[config.mk]
export PLATFORM = sky130hd
export DESIGN_NAME = first_unique_char_stream
export DESIGN_NICKNAME = d
export VERILOG_FILES = /design/src/fuc_pkg.sv /design/src/fuc_ram.sv /design/src/first_unique_char_stream.sv
export SDC_FILE = /design/constraint.sdc
export NUM_CORES = 1
export LEC_CHECK = 0
export CORE_UTILIZATION = 33
export DETAILED_ROUTE_END_ITERATION = 12
export DONT_BUFFER_PORTS = 1
export PLACE_DENSITY = 0.55
export SLEW_MARGIN = 5
export SYNTH_ARGS = -nofsm -noshare
export SYNTH_HDL_FRONTEND = slang
export SYNTH_SLANG_ARGS = --single-unit
export TNS_END_PERCENT = 10
[constraint.sdc]
create_clock -name i_clk -period 5.2 [get_ports i_clk]
set_input_delay 0 -clock i_clk [delete_from_list [all_inputs] [get_ports i_clk]]
set_output_delay 0 -clock i_clk [all_outputs]
set_load 0.01 [all_outputs]
[src/fuc_pkg.sv]
// Package for the first unique character stream block: sequencer states and character codes.
`default_nettype none
package fuc_pkg;

    typedef enum logic [2:0] {
        S_IDLE,
        S_COUNT,
        S_RDHEAD,
        S_CHECK,
        S_EMIT
    } t_state;

    localparam logic [7:0] CHAR_A     = 8'h61;
    localparam logic [1:0] CNT_ZERO   = 2'd0;
    localparam logic [1:0] CNT_REPEAT = 2'd2;

endpackage
`default_nettype wire

[src/fuc_ram.sv]
// Generic single-write, single-read RAM with registered read data.
`default_nettype none
module fuc_ram #(
    parameter int WIDTH = 5,
    parameter int DEPTH = 32
) (
    input  wire                      i_clk,
    input  wire                      i_wr_en,
    input  wire  [$clog2(DEPTH)-1:0] i_wr_addr,
    input  wire  [WIDTH-1:0]         i_wr_data,
    input  wire                      i_rd_en,
    input  wire  [$clog2(DEPTH)-1:0] i_rd_addr,
    output logic [WIDTH-1:0]         o_rd_data
);

    logic [WIDTH-1:0] r_mem [DEPTH];

    always_ff @(posedge i_clk) begin
        if (i_wr_en) begin
            r_mem[i_wr_addr] <= i_wr_data;
        end
        if (i_rd_en) begin
            o_rd_data <= r_mem[i_rd_addr];
        end
    end

endmodule
`default_nettype wire

[src/first_unique_char_stream.sv]
// Top level: first non-repeating lowercase letter of a character stream.
// A letter beat passes COUNT, then RDHEAD and CHECK for each queue head read, popping heads that
// repeat, then EMIT (RDHEAD goes to EMIT if the queue is empty); other bytes give no result.
// Flow: one beat at a time; a letter holds the input off until its result is registered,
// other bytes are taken every cycle while idle; a pending result stalls the sequencer in EMIT.
// Reset: synchronous, active low; clears counts, queue pointers, occupancy and the output valid flag.
`default_nettype none
module first_unique_char_stream
    import fuc_pkg::*;
#(
    parameter int ALPHABET_SIZE = 26,
    parameter int QUEUE_DEPTH   = 32
) (
    input  wire         i_clk,
    input  wire         i_rst_n,
    input  wire         i_s_tvalid,
    output logic        o_s_tready,
    input  wire  [7:0]  i_s_tdata,   // [7:0] char_code
    input  wire         i_s_tuser,   // [0] starts_string
    output logic        o_m_tvalid,
    input  wire         i_m_tready,
    output logic [15:0] o_m_tdata    // [0] has_unique, [8:1] unique_char, [15:9] zero
);

    localparam int LW = $clog2(ALPHABET_SIZE);
    localparam int QW = $clog2(QUEUE_DEPTH);
    localparam int OW = $clog2(QUEUE_DEPTH + 1);

    t_state        r_state, n_state;
    logic [1:0]    r_counts [ALPHABET_SIZE];
    logic [1:0]    n_counts [ALPHABET_SIZE];
    logic [QW-1:0] r_head, n_head, r_tail, n_tail;
    logic [OW-1:0] r_occ, n_occ;
    logic [LW-1:0] r_idx, n_idx, r_letter, n_letter;
    logic          r_out_valid, n_out_valid;
    logic          r_out_has, n_out_has;
    logic [7:0]    r_out_char, n_out_char;

    logic          s_fire, m_fire;
    logic [8:0]    in_diff;
    logic          in_letter;
    logic [LW-1:0] cnt_addr, rd_data;
    logic [1:0]    cnt_val;
    logic          wr_en, rd_en;
    logic [QW-1:0] head_next, tail_next;

    fuc_ram #(
        .WIDTH(LW),
        .DEPTH(QUEUE_DEPTH)
    ) u_queue (
        .i_clk    (i_clk),
        .i_wr_en  (wr_en),
        .i_wr_addr(r_tail),
        .i_wr_data(r_idx),
        .i_rd_en  (rd_en),
        .i_rd_addr(r_head),
        .o_rd_data(rd_data)
    );

    assign o_s_tready = (r_state == S_IDLE);
    assign s_fire     = i_s_tvalid & o_s_tready;
    assign m_fire     = r_out_valid & i_m_tready;
    assign o_m_tvalid = r_out_valid;
    assign o_m_tdata  = {7'd0, r_out_char, r_out_has};

    assign in_diff   = {1'b0, i_s_tdata} - {1'b0, CHAR_A};
    assign in_letter = !in_diff[8] && (in_diff[7:0] < 8'(ALPHABET_SIZE));

    assign head_next = (r_head == QW'(QUEUE_DEPTH - 1)) ? '0 : r_head + 1'b1;
    assign tail_next = (r_tail == QW'(QUEUE_DEPTH - 1)) ? '0 : r_tail + 1'b1;

    assign cnt_addr = (r_state == S_CHECK) ? rd_data : r_idx;
    assign cnt_val  = r_counts[cnt_addr];

    always_ff @(posedge i_clk) begin
        if (!i_rst_n) begin
            r_state     <= S_IDLE;
            r_counts    <= '{default: CNT_ZERO};
            r_head      <= '0;
            r_tail      <= '0;
            r_occ       <= '0;
            r_out_valid <= 1'b0;
        end else begin
            r_state     <= n_state;
            r_counts    <= n_counts;
            r_head      <= n_head;
            r_tail      <= n_tail;
            r_occ       <= n_occ;
            r_out_valid <= n_out_valid;
        end
    end

    always_ff @(posedge i_clk) begin
        r_idx      <= n_idx;
        r_letter   <= n_letter;
        r_out_has  <= n_out_has;
        r_out_char <= n_out_char;
    end

    always_comb begin
        n_state     = r_state;
        n_counts    = r_counts;
        n_head      = r_head;
        n_tail      = r_tail;
        n_occ       = r_occ;
        n_idx       = r_idx;
        n_letter    = r_letter;
        n_out_valid = r_out_valid & ~m_fire;
        n_out_has   = r_out_has;
        n_out_char  = r_out_char;
        wr_en       = 1'b0;
        rd_en       = 1'b0;
        unique case (r_state)
            S_IDLE: begin
                if (s_fire) begin
                    n_idx = in_diff[LW-1:0];
                    if (i_s_tuser) begin
                        n_counts = '{default: CNT_ZERO};
                        n_head   = '0;
                        n_tail   = '0;
                        n_occ    = '0;
                    end
                    if (in_letter) begin
                        n_state = S_COUNT;
                    end
                end
            end
            S_COUNT: begin
                if (cnt_val != CNT_REPEAT) begin
                    n_counts[r_idx] = cnt_val + 2'd1;
                end
                if (cnt_val == CNT_ZERO && r_occ < OW'(QUEUE_DEPTH)) begin
                    wr_en  = 1'b1;
                    n_tail = tail_next;
                    n_occ  = r_occ + 1'b1;
                end
                n_state = S_RDHEAD;
            end
            S_RDHEAD: begin
                if (r_occ == '0) begin
                    n_state = S_EMIT;
                end else begin
                    rd_en   = 1'b1;
                    n_state = S_CHECK;
                end
            end
            S_CHECK: begin
                if (cnt_val > 2'd1) begin
                    n_head  = head_next;
                    n_occ   = r_occ - 1'b1;
                    n_state = S_RDHEAD;
                end else begin
                    n_letter = rd_data;
                    n_state  = S_EMIT;
                end
            end
            S_EMIT: begin
                if (!r_out_valid || i_m_tready) begin
                    n_out_valid = 1'b1;
                    n_out_has   = (r_occ != '0);
                    n_out_char  = (r_occ != '0) ? CHAR_A + 8'(r_letter) : 8'd0;
                    n_state     = S_IDLE;
                end
            end
            default: begin
                n_state = S_IDLE;
            end
        endcase
    end

    a_occ_bound: assert property (@(posedge i_clk) disable iff (!i_rst_n)
        r_occ <= OW'(QUEUE_DEPTH))
        else $error("queue occupancy above depth");

    a_ptr_match: assert property (@(posedge i_clk) disable iff (!i_rst_n)
        (r_head == r_tail) |-> (r_occ == '0 || r_occ == OW'(QUEUE_DEPTH)))
        else $error("queue pointers disagree with occupancy");

    a_none_zero: assert property (@(posedge i_clk) disable iff (!i_rst_n)
        (r_out_valid && !r_out_has) |-> (r_out_char == 8'd0))
        else $error("none result carries a letter");

    a_emit_hold: assert property (@(posedge i_clk) disable iff (!i_rst_n)
        (r_out_valid && !i_m_tready) |=> (r_out_valid && $stable(r_out_char)))
        else $error("pending result overwritten");

endmodule
`default_nettype wire

After elaboration in Yosys (flattened, before gate mapping). Memories as Yosys holds them, arrays and structs flattened. A register that Yosys moved wholly into a read port is not among the register bits. Cells that the tools add are included.

Output and inout bits: 18. Word-level logic and storage cells: 129. Memories: 1. Bits in writable memories: 160. Register bits: 91.

Multiplexer cells: 38. Reduce and logical (&&, ||, !) cells: 21. Magnitude comparators: 6. Add/subtract/negate cells: 7. Equality and inequality tests: 14. Bitwise gates (word level): 7.

Memory list: u_queue.r_mem (words 32, width 5, rd ports 1, clocked after memory_dff 1, write ports 1, RTL line fuc_ram.sv:16) `logic [WIDTH-1:0] r_mem [DEPTH];`.

Operators with widths (count): $mux 52 (3); $pmux 52 s2 (1); $bwmux 52 (1); $mux 5 (7); $mux 6 (4); $pmux 5 s2 (2); $pmux 6 s3 (1); $mux 3 (5); $pmux 3 s5 (1); $ge 6x6->1 const B (2); $not 5->6 (2); $reduce_and 4->1 (3); $add 5x1->5 const B (2); $bmux 2 s5 (1); $demux 2 s5 (1); $eq 5x5->1 const B (2); $sub 8x7->9 const B (1); $add 7x5->8 const A (1); $lt 8x5->1 const B (1); $mux 1 (8); $ne 2x1->1 const B (4); $ne 2x2->1 const B (4); $add 6x1->6 const B (1); $eq 3x2->1 const B (2); 22 further kinds (33).

Longest topological paths before layout.
Depth in word-level cells: 12. Depth in mapped cells: 20.

Cells and area by module. A second synthesis with hierarchy kept.

Cell total of the unflattened synthesis: 849. Area, all modules: 11362.1 um^2.

Modules (own cells, without submodules): fuc_ram (cells an instance 277, area an instance 6394.9 um^2, instances 1, sequential area each 4954.8 um^2); first_unique_char_stream (cells an instance 572, area an instance 4967.3 um^2, instances 1, sequential area each 2011.9 um^2).

Worst setup path after synthesis. No wires, ideal clock.

Path type: reg-to-reg. Start point: reg r_idx[0]. End point: reg r_counts[49] in the netlist's numbering. Setup time: 0.115 ns. Period minus slack after synthesis: 4.253 ns. Path slack: 0.947 ns. Stages on the path, launching flop included: 16. Data arrival time: 4.138 ns. Cell sequence: edfxtp_1 -> clkbuf_1 -> mux4_2 -> mux2i_1 -> a2bb2oi_1 -> nand3_1 -> nand2_1 -> inv_1 -> ha_1 -> nand2b_1 -> a2111oi_0 -> nor3b_1 -> nand2_1 -> nand3_1 -> o21ai_0 -> and2_1.

Cells in the longest elaborated chain, start to end: 9.

Ends and longest elaborated chain: start, declared (RTL line first_unique_char_stream.sv:34) `logic [LW-1:0] r_idx, n_idx, r_letter, n_letter;`; start signal, assigned (RTL line first_unique_char_stream.sv:94) `r_idx <= n_idx;`; $mux 5 (RTL line first_unique_char_stream.sv:72) `assign cnt_addr = (r_state == S_CHECK) ? rd_data : r_idx;`; $not 5->6 (not written as such) (RTL line first_unique_char_stream.sv:73) `assign cnt_val = r_counts[cnt_addr];`; $bmux 2 s5 (RTL line first_unique_char_stream.sv:73); $mux 2 (not written as such) (2 in series) (RTL line first_unique_char_stream.sv:73); $add 2x1->2 (RTL line first_unique_char_stream.sv:130) `n_counts[r_idx] = cnt_val + 2'd1;`; $bwmux 52 (RTL line first_unique_char_stream.sv:130); $mux 52 (RTL line first_unique_char_stream.sv:129) `if (cnt_val != CNT_REPEAT) begin`; $pmux 52 s2 (RTL line first_unique_char_stream.sv:113) `unique case (r_state)`; end signal, assigned (RTL line first_unique_char_stream.sv:85) `r_counts <= n_counts;`; end, declared (RTL line first_unique_char_stream.sv:30) `logic [1:0] r_counts [ALPHABET_SIZE];`.

Several ways; a longest one is shown, not always the timed one. The select of a mux whose other input is x is not followed. A chain may end at the register's enable or synchronous reset.

Worst setup path in the final report.
Start point: reg r_state[2]. End point: reg r_counts[39] in the netlist's numbering.

Cells in the longest elaborated chain, start to end: 10.

Ends and longest elaborated chain: start, declared (RTL line first_unique_char_stream.sv:29) `t_state r_state, n_state;`; start signal, assigned (RTL line first_unique_char_stream.sv:84) `r_state <= n_state;`; $eq 3x2->1 (RTL line first_unique_char_stream.sv:72); $mux 5 (RTL line first_unique_char_stream.sv:72); $not 5->6 (not written as such) (RTL line first_unique_char_stream.sv:73); $bmux 2 s5 (RTL line first_unique_char_stream.sv:73); $mux 2 (not written as such) (2 in series) (RTL line first_unique_char_stream.sv:73); $add 2x1->2 (RTL line first_unique_char_stream.sv:130); $bwmux 52 (RTL line first_unique_char_stream.sv:130); $mux 52 (RTL line first_unique_char_stream.sv:129); $pmux 52 s2 (RTL line first_unique_char_stream.sv:113).

Several ways; a longest one is shown, not always the timed one. The select of a mux whose other input is x is not followed.

==> impl_metrics.csv <==
group,metric,value,unit
placement,routabilityCongestion,0.827,
placement,port_buffers,0,
power_and_ir_drop,static-leakage-power,4.31,nW
routing,wl_per_cell,20.4,microns
routing,wl_met1,12200,microns
clocking,post_cts_buffers,0,
routing,ant_nets,0,
floorplan,die_width,189,microns
power_and_ir_drop,power.ir.vdd_worst,0.223,mV
global_route,globalRouteOverflowTotal,0,
critical_path,worst_setup_path_end_kind,"flip-flop",
synthesis,synth_sequential_area_ratio,60.1,%
critical_path,critPathKind,"flip-flop to flip-flop",
global_route,via_count_of_the_first_global_routing_pass,7048,
synthesis,synthDominantAreaCellType,"edfxtp_1",
cells_and_area,final_nets,886,
floorplan,die_h,189,microns
sta,rsz0062_at_grt,"no",
sta,timing_max_transition_violations_final,0,
synthesis,synth_enable_flop_cells,184,
routing,met2_length,13000,microns
routing,drt-vias-per-instance,5.32,
critical_path,critical_path.startpoint,"r_state[2]",
synthesis,synth.ff_latch_count,256,
critical_path,cp.arrival,5280,ps
synthesis,yosys.cell_count.top_type,"edfxtp_1",
placement,dp.cells,1269,
routing,dr.pass1.iters,5,
synthesis,yosysWarnings,0,
sta,report.final.setup_viol,0,
sta,fin_worst_skew,18.7,ps
clocking,tritoncts,"yes",
synthesis,synth-xor-area-share,0.755,%
floorplan,floorplan.initialDensity,33.6,%
synthesis,synthesis.area_per_instance,13.6,sq um
clocking,clkTransAtPathRegs,60,ps
clocking,worst_skew_pair.late_latency,560,ps
sta,post-route-worst-setup-slack,358,ps
critical_path,timing.critical_path.fanout_max,14,
cells_and_area,layout-drive-gt1-share,17.7,%
clocking,root_buffer,"clkbuf_16",
clocking,clock_tree.buffer_depth,3,
synthesis,dominant_combinational_cell_family_by_area_after_synthesis,"multiplexers",
hold_path,hold_class,"input pin to flip-flop",
status,run_status,"completed",
critical_path,crit_chain,"nand3b_1 -> inv_2 -> mux2i_4 -> mux4_2 -> a21o_1 -> or2_2 -> nand2_1 -> inv_1 -> ha_1 -> nand2b_1 -> a211oi_1 -> nand2_1 -> nor3_1 -> nand2_1 -> and3_1 -> o21a_1 -> dlygate4sd3_1",
placement,place_ws,741,ps
synthesis,netlist_top_cells_count,"184 x edfxtp_1, 80 x nor2_1, 72 x dfxtp_1, 64 x mux4_2, 55 x nand2_1",
critical_path,worst-endpoint-required,5640,ps
clocking,cts_resized,0,
sta,timing_hold_violations_final,0,
synthesis,syn-cell-area,11600,sq um
hold_path,hp-start,"i_s_tvalid",
synthesis,synth_compound_gate_area_share,6.92,%
synthesis,netlist-cell-type-count,60,
global_route,grtUsageTotal,15.4,%
power_and_ir_drop,pwr_density_cell,331,nW/um^2
sta,period_minus_slack,4840,ps
cells_and_area,fillers,3280,
cells_and_area,stdcell_count,1337,
job,max_cap_viol_count,0,
routing,top_signal_layer_used,"met4",
floorplan,pin_count,31,
global_route,grt_start_max_net_pins,57,
sta,tns,0,ps
critical_path,crit-reg2reg-launch,"r_state[2]",
sta,worstMarginPinSlew,1110,ps
critical_path,worstSetupStartpointType,"flip-flop",
global_route,grt_antenna_before_repair,1,
sta,min_period_over_period,93.1,%
routing,met3_length,1420,microns
clocking,cts_inserted_buffers,28,
synthesis,syn_inst,850,
floorplan,rows,68,
floorplan,dieArea,35900,sq um
sta,clock.fmax,0.207,GHz
synthesis,post_synth_mux_area_share,15.6,%
cells_and_area,syn2layout_area_growth,13.3,%
clocking,htree_levels,1,
routing,drtIter0Drc,527,
floorplan,core_region_area,34500,sq um
synthesis,main_area_contributors_after_synthesis,"edfxtp_1 48%, dfxtp_1 12%, mux4_2 12%, nor2_1 2.6%, nand3_1 2.2%",
sta,worst_relative_slew_slack,25.6,%
synthesis,post_synth_and_or_nand_nor_area_fraction,12.2,%
synthesis,synth_top_area_share,47.6,%
critical_path,timing.critical_path.mode_cell,"nand2_1",
synthesis,dominantRegCellSynth,"edfxtp_1",
routing,drt-total-wl,27200,microns
clocking,cts.sink_count,256,
critical_path,max_stage_delay,560,ps
routing,drc_errors,0,
critical_path,critPathSlowestCell,"mux4_2",
routing,vias,7109,
placement,dp.final_hpwl,17500,microns
global_route,grt_first_pass_wirelength,42600,microns
synthesis,synth_fa_ha_area_share,1.60,%
synthesis,async_flop_share,0,%
[flip-flops by register name (all words and copies together) (netlist names)]
signal / count
r_occ: 6
u_queue.r_mem: 160
r_out_has: 1
r_letter: 5
r_state: 3
r_counts: 52
r_tail: 5
r_idx: 5
u_queue.o_rd_data: 5
r_out_char: 8
r_head: 5
o_m_tvalid: 1
[logic make-up (layout without fill, tap and decap cells)]
group,after synthesis,count (layout)
DFF,256,256
other,1,8
buffers and inverters,76,101
and+or+nand+nor,286,286
xor gates and xnor gates,10,10
AOI/OAI and AO/OA,109,109
muxes,97,97
adders and majority gates,15,15
[worst max-delay path: cells and delay by family (launching register included)]
family / cells / cell delay (ps)
simple gates: 8 / 1710
mux: 2 / 1080
buf+inv: 3 / 890
compound gates: 3 / 610
flops: 1 / 300
fa+ha+maj: 1 / 160
[through the flow]
| stage | utilization (%) | hold WS (ps) | instance area, sq um | power [W] |
|---|---|---|---|---|
| final | 38.1 | 157 | 13100 | 0.00435 |
| after global routing | 38.1 | 203 | 13100 | 0.00448 |
| after CTS | 38.0 | 141 | 13100 | 0.00439 |
| after detailed placement | 34.9 | 137 | 12100 | 0.00241 |
| after global placement | 34.9 | 135 | 12100 | 0.00241 |
| after floorplan | - | 157 | 11600 | 0.00236 |
[metal layers]
metal	vias to the layer above	track usage, %
li1	3254	-
met1	3592	21.5
met2	222	25.1
met3	41	2.11
met4	0	4.00
met5	-	0
[cell usage in the layout (no fill, tap or decap), types with 5 or more instances in the layout]
| cell type | instances |
|---|---|
| nand3_1 | 51 |
| edfxtp_1 | 184 |
| dlygate4sd3_1 | 14 |
| and3_1 | 22 |
| a21boi_0 | 5 |
| mux2_2 | 8 |
| o31ai_1 | 18 |
| conb_1 | 7 |
| a21oi_1 | 11 |
| and2_1 | 13 |
| nor3_1 | 10 |
| o21ai_0 | 16 |
| dfxtp_1 | 70 |
| nand4_1 | 6 |
| nor2_1 | 80 |
| buf_4 | 18 |
| inv_1 | 15 |
| mux2i_1 | 23 |
| mux4_2 | 64 |
| ha_1 | 14 |
| nand2_1 | 55 |
| o21a_1 | 19 |
| clkbuf_16 | 28 |
| nand3b_1 | 13 |
| nor2b_1 | 10 |
| clkinv_2 | 9 |
| nand2b_1 | 7 |
| o211ai_1 | 5 |
| xor2_1 | 6 |
| o31ai_2 | 8 |
[power by group]
group	total, W	leakage, nW	internal, W	switching, W
registers	0.00221	2.25	0.00220	0.0000160
clock network	0.00197	0.458	0.00114	0.000830
logic	0.000166	1.60	0.0000488	0.000117
total	0.00435	4.31	0.00338	0.000963
[cell type report]
cell class / instances / area [sq um] / share of cell area, %
antenna: 1 / 2.50 / 0.0190
clock buffer: 35 / 757 / 5.76
clock inverter: 17 / 168 / 1.28
inverter: 16 / 60.1 / 0.457
multi-input combinational: 524 / 4320 / 32.9
sequential: 256 / 6970 / 53.0
tap: 455 / 569 / 4.33
timing repair buffer: 33 / 295 / 2.25
[worst paths after layout]
kind,to,slack [ps],depth (start not counted)
max,r_counts[39],360,17
min,r_occ[4],160,5
max reg2reg,r_counts[39],360,17
min reg2reg,r_counts[18],460,2
[what timing repair did]
item	CTS	global route
endpoints found under the setup margin	0	0
hold buffers	15	0
endpoints found under the hold margin	58	0
Power figures use the tool's default switching activity.
